==> config.mk <==
export PLATFORM = sky130hd
export DESIGN_NAME = ultrasonic_echo_ranger
export DESIGN_NICKNAME = d
export VERILOG_FILES = /design/src/hdl/uer_pkg.sv /design/src/hdl/uer_dist.sv /design/src/hdl/ultrasonic_echo_ranger.sv
export SDC_FILE = /design/constraint.sdc
export NUM_CORES = 1
export LEC_CHECK = 0
export BUFFER_PORTS_ARGS = -buffer_cell sky130_fd_sc_hd__buf_2
export CAP_MARGIN = 10
export CORE_MARGIN = 3
export CORE_UTILIZATION = 35
export CTS_BUF_LIST = sky130_fd_sc_hd__clkbuf_2 sky130_fd_sc_hd__clkbuf_4 sky130_fd_sc_hd__clkbuf_8
export DETAILED_ROUTE_END_ITERATION = 8
export HOLD_SLACK_MARGIN = 0.1
export MAX_ROUTING_LAYER = met4
export SETUP_SLACK_MARGIN = 0.05
export SLEW_MARGIN = 20
export SYNTH_ARGS = -nofsm -noshare
export SYNTH_HDL_FRONTEND = slang
export SYNTH_HIERARCHICAL = 1
export SYNTH_SLANG_ARGS = --single-unit
==> constraint.sdc <==
create_clock -name clk -period 8.7 [get_ports clk]
set_input_delay 0.87 -clock clk [delete_from_list [all_inputs] [get_ports clk]]
set_output_delay 0.87 -clock clk [all_outputs]
set_load 0.02 [all_outputs]
==> src/hdl/uer_pkg.sv <==
// Shared types and constants for the ultrasonic echo ranger.
// Holds the phase and result-kind codes, register indexes and distance constants.
// No dependencies.
package uer_pkg;

  localparam int unsigned LIMIT_W = 18;
  localparam int unsigned CM_W    = 12;
  localparam int unsigned DIST_W  = 13;
  localparam int unsigned REM_W   = 14;
  localparam int unsigned CFG_A_W = 3;

  localparam logic [DIST_W-1:0] DIST_MAX   = 13'd8191;
  localparam logic [REM_W:0]    DIST_STEP  = 15'd349;
  localparam logic [REM_W:0]    DIST_DIV   = 15'd10000;

  typedef enum logic [2:0] {
    PH_IDLE  = 3'd0,
    PH_TRIG  = 3'd1,
    PH_RISE  = 3'd2,
    PH_FALL  = 3'd3,
    PH_PAUSE = 3'd4
  } phase_t;

  typedef enum logic [2:0] {
    KIND_NONE   = 3'd0,
    KIND_VALID  = 3'd1,
    KIND_RANGE  = 3'd2,
    KIND_NORISE = 3'd3,
    KIND_NOFALL = 3'd4
  } kind_t;

  typedef enum logic [CFG_A_W-1:0] {
    REG_RUN      = 3'd0,
    REG_TRIG     = 3'd1,
    REG_RISE_TO  = 3'd2,
    REG_FALL_TO  = 3'd3,
    REG_PAUSE    = 3'd4,
    REG_MIN_CM   = 3'd5,
    REG_MAX_CM   = 3'd6
  } cfg_reg_t;

  typedef struct packed {
    logic load;
    logic step;
    logic half_up;
  } dist_ctl_t;

endpackage

==> src/hdl/uer_dist.sv <==
// Running echo distance tracker for the ultrasonic echo ranger.
// Keeps floor(half_width * 349 / 10000) up to date as the width counter advances.
// Depends on uer_pkg.
module uer_dist (
  input  logic                        clk,
  input  uer_pkg::dist_ctl_t          ctl,
  output logic [uer_pkg::DIST_W-1:0]  dist_cm
);

  logic [uer_pkg::REM_W-1:0]  rem_r;
  logic [uer_pkg::REM_W-1:0]  rem_nxt;
  logic [uer_pkg::DIST_W-1:0] dist_r;
  logic [uer_pkg::DIST_W-1:0] dist_nxt;
  logic [uer_pkg::REM_W:0]    rem_sum;

  always_comb begin
    rem_sum  = {1'b0, rem_r} + uer_pkg::DIST_STEP;
    rem_nxt  = rem_r;
    dist_nxt = dist_r;
    if (ctl.load) begin
      rem_nxt  = '0;
      dist_nxt = '0;
    end else if (ctl.step && ctl.half_up) begin
      if (rem_sum >= uer_pkg::DIST_DIV) begin
        rem_nxt = uer_pkg::REM_W'(rem_sum - uer_pkg::DIST_DIV);
        if (dist_r != uer_pkg::DIST_MAX) begin
          dist_nxt = dist_r + 1'b1;
        end
      end else begin
        rem_nxt = uer_pkg::REM_W'(rem_sum);
      end
    end
  end

  always_ff @(posedge clk) begin
    rem_r  <= rem_nxt;
    dist_r <= dist_nxt;
  end

  assign dist_cm = dist_r;

endmodule

==> src/hdl/ultrasonic_echo_ranger.sv <==
// Ultrasonic echo ranger top level: trigger/echo sequencer and output register.
// Depends on uer_pkg and uer_dist.
//
// Each input transaction is one timebase tick carrying the sampled echo level, and each
// tick yields exactly one output transaction in the next cycle with the trigger level, a
// result kind and a distance in centimeters. A tick is taken every clock cycle unless the
// output stalls; the single next-state pass of the phase sequencer sets that rate, and the
// distance is tracked incrementally while the echo is high so no multiply or divide sits in
// that pass. The input side keeps taking ticks while a result waits, as long as the output
// register is empty or is being drained in the same cycle.
module ultrasonic_echo_ranger #(
  parameter int unsigned COUNTER_BITS = 18
) (
  input  logic                         clk,
  input  logic                         rst_n,
  input  logic                         cfg_we,
  input  logic [uer_pkg::CFG_A_W-1:0]  cfg_addr,
  input  logic [uer_pkg::LIMIT_W-1:0]  cfg_wdata,
  input  logic                         in_tvalid,
  output logic                         in_tready,
  input  logic [7:0]                   in_tdata,   // [0] echo_level
  output logic                         out_tvalid,
  input  logic                         out_tready,
  output logic [15:0]                  out_tdata,  // [0] trigger_level, [13:1] distance_cm
  output logic [2:0]                   out_tuser   // [2:0] result_kind
);

  localparam int unsigned CMP_W = (COUNTER_BITS > uer_pkg::LIMIT_W) ? COUNTER_BITS
                                                                   : uer_pkg::LIMIT_W;
  localparam logic [COUNTER_BITS-1:0] CNT_MAX = '1;

  logic                         run_r;
  logic [uer_pkg::LIMIT_W-1:0]  trig_ticks_r;
  logic [uer_pkg::LIMIT_W-1:0]  rise_to_r;
  logic [uer_pkg::LIMIT_W-1:0]  fall_to_r;
  logic [uer_pkg::LIMIT_W-1:0]  pause_r;
  logic [uer_pkg::CM_W-1:0]     min_cm_r;
  logic [uer_pkg::CM_W-1:0]     max_cm_r;

  uer_pkg::phase_t              phase_r;
  uer_pkg::phase_t              phase_nxt;
  logic [COUNTER_BITS-1:0]      cnt_r;
  logic [COUNTER_BITS-1:0]      cnt_nxt;
  logic                         echo_prev_r;

  logic                         out_valid_r;
  logic                         out_valid_nxt;
  logic                         out_trig_r;
  uer_pkg::kind_t               out_kind_r;
  logic [uer_pkg::DIST_W-1:0]   out_dist_r;

  logic                         trig_c;
  uer_pkg::kind_t               kind_c;
  logic [uer_pkg::DIST_W-1:0]   dist_c;
  logic [uer_pkg::DIST_W-1:0]   track_cm;
  uer_pkg::dist_ctl_t           dctl;

  logic                         in_fire;
  logic                         echo;
  logic                         rise;
  logic                         fall;

  function automatic logic reached(input logic [COUNTER_BITS-1:0] c,
                                   input logic [uer_pkg::LIMIT_W-1:0] lim);
    reached = (CMP_W'(c) >= CMP_W'(lim)) || (c == CNT_MAX);
  endfunction

  function automatic logic [COUNTER_BITS-1:0] cnt_inc(input logic [COUNTER_BITS-1:0] c);
    cnt_inc = (c == CNT_MAX) ? c : c + 1'b1;
  endfunction

  assign in_tready = !out_valid_r || out_tready;
  assign in_fire   = in_tvalid && in_tready;
  assign echo      = in_tdata[0];
  assign rise      = echo && !echo_prev_r;
  assign fall      = !echo && echo_prev_r;

  uer_dist u_dist (
    .clk     (clk),
    .ctl     (dctl),
    .dist_cm (track_cm)
  );

  always_comb begin
    phase_nxt = phase_r;
    cnt_nxt   = cnt_r;
    trig_c    = 1'b0;
    kind_c    = uer_pkg::KIND_NONE;
    dist_c    = '0;
    dctl      = '0;
    if (!run_r) begin
      phase_nxt = uer_pkg::PH_IDLE;
      cnt_nxt   = '0;
    end else begin
      unique case (phase_r)
        uer_pkg::PH_IDLE: begin
          phase_nxt = uer_pkg::PH_TRIG;
          cnt_nxt   = '0;
        end
        uer_pkg::PH_PAUSE: begin
          if (reached(cnt_r, pause_r)) begin
            phase_nxt = uer_pkg::PH_TRIG;
            cnt_nxt   = '0;
          end else begin
            cnt_nxt = cnt_inc(cnt_r);
          end
        end
        uer_pkg::PH_RISE: begin
          if (rise) begin
            phase_nxt = uer_pkg::PH_FALL;
            cnt_nxt   = COUNTER_BITS'(1);
            dctl.load = 1'b1;
          end else begin
            cnt_nxt = cnt_inc(cnt_r);
            if (reached(cnt_nxt, rise_to_r)) begin
              kind_c    = uer_pkg::KIND_NORISE;
              phase_nxt = uer_pkg::PH_IDLE;
              cnt_nxt   = '0;
            end
          end
        end
        uer_pkg::PH_FALL: begin
          if (fall) begin
            dist_c    = track_cm;
            kind_c    = (track_cm > uer_pkg::DIST_W'(min_cm_r) &&
                         track_cm < uer_pkg::DIST_W'(max_cm_r)) ? uer_pkg::KIND_VALID
                                                                : uer_pkg::KIND_RANGE;
            phase_nxt = uer_pkg::PH_PAUSE;
            cnt_nxt   = '0;
          end else if (reached(cnt_r, fall_to_r)) begin
            kind_c    = uer_pkg::KIND_NOFALL;
            phase_nxt = uer_pkg::PH_IDLE;
            cnt_nxt   = '0;
          end else begin
            cnt_nxt      = cnt_inc(cnt_r);
            dctl.step    = 1'b1;
            dctl.half_up = cnt_r[0];
          end
        end
        uer_pkg::PH_TRIG: begin
        end
        default: begin
          phase_nxt = uer_pkg::PH_IDLE;
          cnt_nxt   = '0;
        end
      endcase

      if (phase_nxt == uer_pkg::PH_TRIG) begin
        trig_c  = 1'b1;
        cnt_nxt = cnt_inc(cnt_nxt);
        if (reached(cnt_nxt, trig_ticks_r)) begin
          phase_nxt = uer_pkg::PH_RISE;
          cnt_nxt   = '0;
        end
      end
    end
    if (!in_fire) begin
      dctl = '0;
    end
  end

  assign out_valid_nxt = in_fire || (out_valid_r && !out_tready);

  always_ff @(posedge clk) begin
    if (!rst_n) begin
      run_r        <= 1'b0;
      trig_ticks_r <= 18'd1000;
      rise_to_r    <= 18'd10000;
      fall_to_r    <= 18'd190000;
      pause_r      <= 18'd1000;
      min_cm_r     <= 12'd4;
      max_cm_r     <= 12'd400;
      phase_r      <= uer_pkg::PH_IDLE;
      cnt_r        <= '0;
      echo_prev_r  <= 1'b0;
      out_valid_r  <= 1'b0;
    end else begin
      if (cfg_we) begin
        unique case (cfg_addr)
          uer_pkg::REG_RUN:     run_r        <= cfg_wdata[0];
          uer_pkg::REG_TRIG:    trig_ticks_r <= cfg_wdata;
          uer_pkg::REG_RISE_TO: rise_to_r    <= cfg_wdata;
          uer_pkg::REG_FALL_TO: fall_to_r    <= cfg_wdata;
          uer_pkg::REG_PAUSE:   pause_r      <= cfg_wdata;
          uer_pkg::REG_MIN_CM:  min_cm_r     <= cfg_wdata[uer_pkg::CM_W-1:0];
          uer_pkg::REG_MAX_CM:  max_cm_r     <= cfg_wdata[uer_pkg::CM_W-1:0];
          default: begin
          end
        endcase
      end
      if (in_fire) begin
        phase_r     <= phase_nxt;
        cnt_r       <= cnt_nxt;
        echo_prev_r <= echo;
      end
      out_valid_r <= out_valid_nxt;
    end
  end

  always_ff @(posedge clk) begin
    if (in_fire) begin
      out_trig_r <= trig_c;
      out_kind_r <= kind_c;
      out_dist_r <= dist_c;
    end
  end

  assign out_tvalid = out_valid_r;
  assign out_tdata  = {2'b00, out_dist_r, out_trig_r};
  assign out_tuser  = out_kind_r;

endmodule
[Word level (Yosys, flattened, before mapping)]
Cells that the tools add are included.
Cells by class
  shift operators: 0
  reductions and logical operators: 27
  bitwise logic cells: 0
  multiply operators: 0
  muxes and demuxes: 37
  divide/modulo/power cells: 0
  eq/ne operators: 16
  add/subtract/negate cells: 5
  $lt $le $gt $ge: 7
Operators with widths (number)
  two-way mux 18 bit: 11
  equality test 18 bit (second input constant): 4
  >= comparator 18 bit: 4
  case mux 18 bit (4 select lines): 1
  two-way mux 3 bit: 14
  adder 18 x 1 -> 18 bit (second input constant): 2
  adder 14 x 9 -> 15 bit (second input constant): 1
  >= comparator 15 x 14 -> 1 bit (second input constant): 1
  case mux 3 bit (5 select lines): 1
  two-way mux 14 bit: 1
  AND reduction 2 bit: 7
  subtractor 14 bit (second input constant): 1
  adder 13 x 1 -> 13 bit (second input constant): 1
  greater-than comparator 13 x 12 -> 1 bit: 1
  less-than comparator 13 x 12 -> 1 bit: 1
  != test 13 bit (second input constant): 1
  equality test 3 x 2 -> 1 bit (second input constant): 4
  equality test 3 bit (second input constant): 4
  two-way mux 2 bit: 5
  equality test 3 x 1 -> 1 bit (second input constant): 3
  logical AND 1 bit: 6
  zero test 3 bit: 2
  logical OR 1 bit: 6
  case mux 3 bit (2 select lines): 1
  3 further kinds: 9
Word-level totals
  memory bits (read-only): 0
  logic and storage cells: 108
  bits in latches: 0
  register bits: 164
  output and inout port bits: 21
  memories: 0
  bits in writable memories: 0
  input port bits: 34

[Depth between registers and ports, before layout]
Gate-level depths: netlist of the first run.
  depth after elaboration: 15
  depth in mapped cells: 40
  mapped depth without buffers: 35

[Modules after synthesis]
The synthesis of the first run kept the hierarchy.
By module, submodules not included
  ultrasonic_echo_ranger: times used 1, cells each 1228, seq. area each 2912.8 µm², area an instance 9318.9 µm²
  uer_dist: times used 1, cells each 266, seq. area each 540.5 µm², area an instance 2122.0 µm²

[Worst setup path before layout of the first run]
OpenSTA, ideal clock, no wires.
  kind: register to register
  start point: register cnt_r[0]
  end point: register phase_r[1]
  setup time: 0.115 ns
  period minus slack after synthesis: 7.165 ns
  slack: 1.535 ns
  data required time: 8.585 ns
  cell stages (with the launch flop): 40
  path buffers: 5
  arrival time: 7.050 ns
  cell sequence: dfxtp_1 > ha_1 > buf_2 > nand3_1 > nor3_4 > nand2_1 > clkbuf_1 > and3_1 > xnor2_1 > inv_1 > ha_1 > a21oi_1 > o21ai_0 > a221o_1 > o22ai_1 > nand3_1 > o211ai_1 > ha_1 > [... 4 more ...] > or2_1 > buf_2 > xnor2_1 > ha_1 > nand2b_1 > a21o_1 > a21oi_1 > o211ai_1 > a21oi_1 > nor2b_1 > o21ai_0 > nand2b_1 > a21oi_1 > o21ai_0 > a31oi_1 > clkbuf_1 > nand3_1 > o21a_1
Between the ends
  longest elaborated chain between the ends: 15
  elaborated cells on any way between the ends: 34
  classes of those cells: add/sub (2); order compare (4); eq/ne (5); mux (19); reduce/logical (4)
Ends and longest elaborated chain
  start, declared: RTL line ultrasonic_echo_ranger.sv:42  | logic [COUNTER_BITS-1:0] cnt_r;
  start signal, assigned: RTL line ultrasonic_echo_ranger.sv:193  | cnt_r <= cnt_nxt;
  adder 18 x 1 -> 18 bit or equality test 18 bit (tied branches): RTL line ultrasonic_echo_ranger.sv:69, ultrasonic_echo_ranger.sv:65
  two-way mux 18 bit: RTL line ultrasonic_echo_ranger.sv:69  | cnt_inc = (c == CNT_MAX) ? c : c + 1'b1;
  >= comparator 18 bit or equality test 18 bit (tied branches): RTL line ultrasonic_echo_ranger.sv:65  | reached = (CMP_W'(c) >= CMP_W'(lim)) || (c == CNT_MAX);
  logical OR 1 bit: RTL line ultrasonic_echo_ranger.sv:65
  two-way mux 18 bit: RTL line ultrasonic_echo_ranger.sv:115  | if (reached(cnt_nxt, rise_to_r)) begin
  two-way mux 18 bit: RTL line ultrasonic_echo_ranger.sv:109  | if (rise) begin
  case mux 18 bit (4 select lines): RTL line ultrasonic_echo_ranger.sv:95  | unique case (phase_r)
  two-way mux 18 bit: RTL line ultrasonic_echo_ranger.sv:91  | if (!run_r) begin
  adder 18 x 1 -> 18 bit or equality test 18 bit (tied branches): RTL line ultrasonic_echo_ranger.sv:69
  two-way mux 18 bit: RTL line ultrasonic_echo_ranger.sv:69
  >= comparator 18 bit or equality test 18 bit (tied branches): RTL line ultrasonic_echo_ranger.sv:65
  logical OR 1 bit: RTL line ultrasonic_echo_ranger.sv:65
  two-way mux 3 bit: RTL line ultrasonic_echo_ranger.sv:151  | if (reached(cnt_nxt, trig_ticks_r)) begin
  two-way mux 3 bit *: RTL line ultrasonic_echo_ranger.sv:148  | if (phase_nxt == uer_pkg::PH_TRIG) begin
  two-way mux 3 bit *: RTL line ultrasonic_echo_ranger.sv:91
  end signal, assigned: RTL line ultrasonic_echo_ranger.sv:173  | phase_r <= uer_pkg::PH_IDLE;
  end signal, assigned: RTL line ultrasonic_echo_ranger.sv:192  | phase_r <= phase_nxt;
  end, declared: RTL line ultrasonic_echo_ranger.sv:40  | uer_pkg::phase_t phase_r;
Mark *: on every way between the ends. The rest lies on a longest branch, timed or not. The select of a mux whose other input is x is not followed.
A chain may end at the register's enable or synchronous reset.

[Final worst setup path of the first run]
  start point: register cnt_r[17]
  end point: register phase_r[1]
The elaborated chain is that of the path after synthesis.

==> results of run 1 <==
## per-layer routing
metal | up-vias | share of wire | track usage
li1 | 5353 | - | -
met1 | 5128 | 0.46 | 0.2778
met2 | 367 | 0.45 | 0.3233
met3 | 72 | 0.059 | 0.03231
met4 | 0 | 0.032 | 0.07967
met5 | - | 0 | -
## final cells by class
class | instances | area [um^2] | area share
Clock inverter | 12 | 97.59 | 0.007752
Clock buffer | 20 | 269.0 | 0.02137
Multi-Input combinational cell | 1132 | 7193 | 0.5714
Sequential cell | 164 | 3453 | 0.2743
Timing Repair Buffer | 95 | 600.6 | 0.04770
Tap cell | 435 | 544.3 | 0.04323
Inverter | 115 | 431.7 | 0.03429
## power breakdown
group | switching, mW | internal (mW) | total [mW]
clock network | 0.319 | 0.221 | 0.540
registers | 0.00643 | 0.778 | 0.784
logic | 0.0680 | 0.0279 | 0.0958
## stage by stage
step	area [um^2]	hold WS [ns]	setup WS [ns]
final	12590	0.4558	0.6932
after global routing	12590	0.4776	0.1171
after CTS	12580	0.4593	0.8724
after detailed placement	12220	0.4465	0.9376
after global placement	12220	0.4435	0.8775
after floorplan	11440	0.4363	1.535
## flip-flops by register name, summed over array words and instances (netlist names), 12 cells and up
name            cells
pause_r            18
cnt_r              18
rise_to_r          18
min_cm_r           12
out_dist_r         13
max_cm_r           12
fall_to_r          18
u_dist/rem_r       14
trig_ticks_r       18
u_dist/dist_cm     13
## worst paths after layout
| path | startpoint | end | slack [ns] | depth (start not counted) |
|---|---|---|---|---|
| worst max-delay path | cnt_r[17] | phase_r[1] | 0.69 | 35 |
| worst min-delay path | rise_to_r[6] | rise_to_r[6] | 0.46 | 2 |
| worst max register to register | cnt_r[17] | phase_r[1] | 0.69 | 35 |
| worst min register to register | rise_to_r[6] | rise_to_r[6] | 0.46 | 2 |
## cells in the final DEF (no fill, tap or decap), drive strengths merged, types with 18 or more instances in the layout
cell / count
buf: 95
nor4: 19
a21o: 22
a21oi: 142
nor2: 84
ha: 102
xnor2: 24
inv: 118
o211ai: 42
clkbuf: 20
nand2b: 28
nand2: 253
nor3: 28
nand3: 48
and2: 19
nand4: 26
dfxtp: 147
and3: 18
o21ai: 70
## critical path, delay by kind of cell, from the launching register on
kind | cells | cell delay, ns
flops | 1 | 0.55
compound gates | 15 | 2.96
xor+xnor | 2 | 0.59
buf+inv | 3 | 0.57
fa+ha+maj | 3 | 0.85
simple gates | 12 | 2.37
## cells by family (layout without fill, tap and decap cells)
kind of cell    count (synthesis)  in the layout  synth area share
fa+ha+maj                     102            102            0.1115
compound gates                389            389            0.2184
xor+xnor                       35             35           0.02745
buf+inv                       199            242           0.07108
flops                         164            164            0.3018
mux                            10             10          0.009296
simple gates                  594            594            0.2601
other cells                     1              2         0.0003278
==> flow_metrics.py, run 1 <==
metrics = {
    "timing": {
        "timing.fmax_mhz": 124.9,
        "rsz0062_at_grt": "no",
        "layout_min_cycle_time_ns": 8.007,
        "final_hold_viol_count": 0,
        "finalCritPeriodShare": 0.9203,
        "finalSetupTns_ns": 0,
        "slew_violations": 0,
        "skew_ns": 0.01619,
        "max_slew_margin": 0.2687,
        "worst_pin_slew_ns": 1.093,
        "setup_viol": 0,
    },
    "clock_network": {
        "cts_buffers": 17,
        "clock_path_buffers": 2,
        "cts_resized": 0,
        "cts-htree-levels": 4,
        "cts-root-buf": "clkbuf_8",
        "clkTransAtPathRegs_ns": 0.09,
        "cts_hold_buf": 0,
        "clock_sinks": 164,
        "cts_setup_buffers": 0,
        "cts_tree": "done",
        "clk-insertion-delay-late_ns": 0.49,
    },
    "global_route": {
        "grt_pass1_vias": 10244,
        "antenna_found_initial": 0,
        "grt_max_degree": 77,
        "grt_usage": 0.2097,
        "grt.overflow.total": 0,
        "grt_pass1_wl_um": 57070,
    },
    "critical_path": {
        "worstSetupPathType": "flip-flop to flip-flop",
        "arrival_ns": 8.40,
        "end_kind": "flip-flop",
        "cp_max_fo": 20,
        "cpMostUsedCell": "a21oi_1",
        "crit_required_ns": 9.09,
        "cp_slowest_stage_delay_ns": 0.55,
        "start_kind": "flip-flop",
        "slowest_stage": "dfxtp_1",
    },
    "logic_synthesis": {
        "async_flop_share": 0,
        "synth_edf_count": 17,
        "avgSynthCellArea_um2": 7.658,
        "synth.largest_area_cell": "dfxtp_1",
        "ys_seq_area_frac": 0.3018,
        "ys_top_cells_by_count": "nand2_1 (253), dfxtp_1 (147), a21oi_1 (142), inv_1 (113), ha_1 (102)",
        "synth.most_common_cell": "nand2_1",
        "ys_types": 95,
        "yosysWarnings": 6,
        "synth.top_cell.area_share": 0.2572,
        "ys_seq_elements": 164,
        "netlist_area_um2": 11440,
        "netlist_instances": 1494,
        "synth_area_leaders": "dfxtp_1 (26%), ha_1 (11%), nand2_1 (8.3%)",
        "synth_flop_cell": "dfxtp_1",
    },
    "routing": {
        "dr.pass1.iters": 6,
        "vias": 10920,
        "vias_per_cell": 5.535,
        "dr.first_iter.drc_count": 900,
        "drc": 0,
        "wl_um": 35870,
        "ant_nets": 0,
        "routedWlPerCell_um": 18.18,
    },
    "status": {
        "run_status": "complete, no violations",
    },
    "place": {
        "dp_hpwl_um": 26360,
        "dp.cells": 1941,
        "port_buffers": 45,
        "gp_congestion": 1.002,
    },
    "pwr": {
        "vdd_drop_max_uv": 93.14,
        "power_density_nw_per_um2": 112.8,
        "finalPower_mw": 1.420,
        "leakage_nw": 5.007,
    },
    "die": {
        "initial_utilization": 0.3589,
        "dieArea_um2": 34890,
        "rows": 65,
        "die_w_um": 186.8,
        "io_pins": 55,
        "core_um2": 31880,
        "dieHeight_um": 186.8,
    },
    "cells_and_area": {
        "syn2layout_area_growth_pct": 10.04,
        "nFillCells": 3352,
        "layout.cells.non_filler": 1973,
        "diodes": 0,
        "drive_above_1_share": 0.1157,
        "fin_nets": 1661,
        "fin_util": 0.3949,
    },
    "flow_run": {
        "drv_cap": 0,
    },
    "min_path": {
        "hp-class": "flip-flop to flip-flop",
    },
}
(Power assumes the default switching activity.)
==> run 2: changes to the inputs <==
- CTS_CLUSTER_DIAMETER: default -> 50
- RECOVER_POWER: default -> 100
==> run 2 against run 1 <==
Compared with the run above:
- the run now ends with max-capacitance violations, max-slew violations left
- non-clock buffer count unchanged
- maximum frequency about the same
- critical path type unchanged
- largest cell class unchanged
- sequential share of layout area increased by 0.23 points
==> flow_metrics.py, run 2 (same netlist as run 1, synthesis figures left out) <==
metrics = {
    "place": {
        "dp_hpwl_um": 26360,
        "port_buffers": 45,
        "dp.cells": 1941,
        "place_area_um2": 12220,
        "gp_congestion": 1.002,
        "place_ws_ns": 0.9376,
    },
    "die": {
        "dieHeight_um": 186.8,
        "io_pins": 55,
        "core_um2": 31880,
        "dieArea_um2": 34890,
        "initial_utilization": 0.3589,
        "rows": 65,
        "die_w_um": 186.8,
    },
    "global_route": {
        "grt_usage": 0.2097,
        "grt_pass1_vias": 10244,
        "met1_usage": 0.2778,
        "grt_max_degree": 77,
        "grt_pass1_wl_um": 57070,
        "met2_usage": 0.3233,
        "grt.overflow.total": 0,
        "use_met3": 0.03231,
        "antenna_found_initial": 0,
        "grt_busiest_layer": "met2",
    },
    "critical_path": {
        "start_kind": "flip-flop",
        "slowest_stage": "dfxtp_1",
        "cp_max_fo": 20,
        "arrival_ns": 8.37,
        "crit_required_ns": 9.06,
        "cp_slowest_stage_delay_ns": 0.54,
        "end_kind": "flip-flop",
        "rr_worst_depth": 35,
        "worstSetupPathType": "flip-flop to flip-flop",
        "cpMostUsedCell": "a21oi_1",
    },
    "routing": {
        "routedWlPerCell_um": 18.15,
        "vias": 10952,
        "dr.first_iter.drc_count": 925,
        "ant_nets": 0,
        "vias_per_cell": 5.551,
        "drc": 0,
        "dr.pass1.iters": 8,
        "wl_um": 35820,
    },
    "cells_and_area": {
        "diodes": 0,
        "fin_util": 0.3916,
        "syn2layout_area_growth_pct": 9.131,
        "fin_nets": 1661,
        "nFillCells": 3376,
        "seq_area_um2": 3453,
        "final_cell_mix": "nand2_1 (253), dfxtp_1 (147), a21oi_1 (142)",
        "final_common_cell": "nand2_1",
        "layout.cells.non_filler": 1973,
        "drive_above_1_share": 0.09168,
        "post-route-cell-area_um2": 12490,
        "multi_input_area_um2": 7142,
    },
    "timing": {
        "slew_violations": 135,
        "finalCritPeriodShare": 0.9204,
        "max_slew_margin": -1.506,
        "layout_min_cycle_time_ns": 8.007,
        "rsz0062_at_grt": "no",
        "finalSetupTns_ns": 0,
        "worst_pin_slew_ns": 3.759,
        "setup_viol": 0,
        "skew_ns": 0.01553,
        "timing.fmax_mhz": 124.9,
        "setup_ws_ns": 0.6927,
        "final_hold_viol_count": 0,
        "hold-worst-slack_ns": 0.4566,
    },
    "clock_network": {
        "cts_hold_buf": 0,
        "cts_buffers": 17,
        "clkTransAtPathRegs_ns": 0.10,
        "cts_setup_buffers": 0,
        "cts-htree-levels": 4,
        "cts_tree": "done",
        "clock_path_buffers": 2,
        "clk-insertion-delay-late_ns": 0.49,
        "cts_resized": 0,
        "cts-root-buf": "clkbuf_8",
        "clock_sinks": 164,
    },
    "min_path": {
        "hp-class": "flip-flop to flip-flop",
        "worstHoldPathCells": 2,
    },
    "pwr": {
        "leakage_nw": 4.895,
        "vdd_drop_max_uv": 92.60,
        "power_density_nw_per_um2": 113.5,
        "finalPower_mw": 1.418,
    },
    "status": {
        "violations": "max-capacitance violations, max-slew violations",
        "run_status": "complete, but fails checks",
    },
    "flow_run": {
        "drv_cap": 3,
    },
}
==> run 2: metal layers <==
metal / up-vias / wire length (um) / part of all wire
met2: 357 / 16180 / 0.45
met5: - / 0 / 0
li1: 5365 / - / -
met1: 5159 / 16370 / 0.46
met4: 0 / 1142 / 0.032
met3: 71 / 2125 / 0.059
==> run 2: final cells by class <==
class	count	share of cell area
Timing Repair Buffer	95	0.04389
Inverter	115	0.03457
Clock inverter	12	0.007816
Multi-Input combinational cell	1132	0.5720
Tap cell	435	0.04359
Clock buffer	20	0.02155
Sequential cell	164	0.2766
==> run 2: critical path: cells and delay by family (launching register included) <==
kind	cells	cell delay (ns)
DFF	1	0.54
adders and majority gates	3	0.85
AOI/OAI and AO/OA	15	2.95
and+or+nand+nor	12	2.36
xor gates and xnor gates	2	0.59
buffers and inverters	3	0.57
==> run 2: path summary, 6_finish.rpt <==
| path | start | slack [ns] | to |
|---|---|---|---|
| worst max-delay path | cnt_r[17] | 0.69 | cnt_r[9] |
| worst min-delay path | rise_to_r[6] | 0.46 | rise_to_r[6] |
| worst max register to register | cnt_r[17] | 0.69 | cnt_r[9] |
| worst min register to register | rise_to_r[6] | 0.46 | rise_to_r[6] |
==> run 2: power by group <==
part	internal, mW	switching (mW)	total [mW]
combinational	0.0262	0.0681	0.0943
clock	0.221	0.317	0.539
sequential	0.778	0.00656	0.785
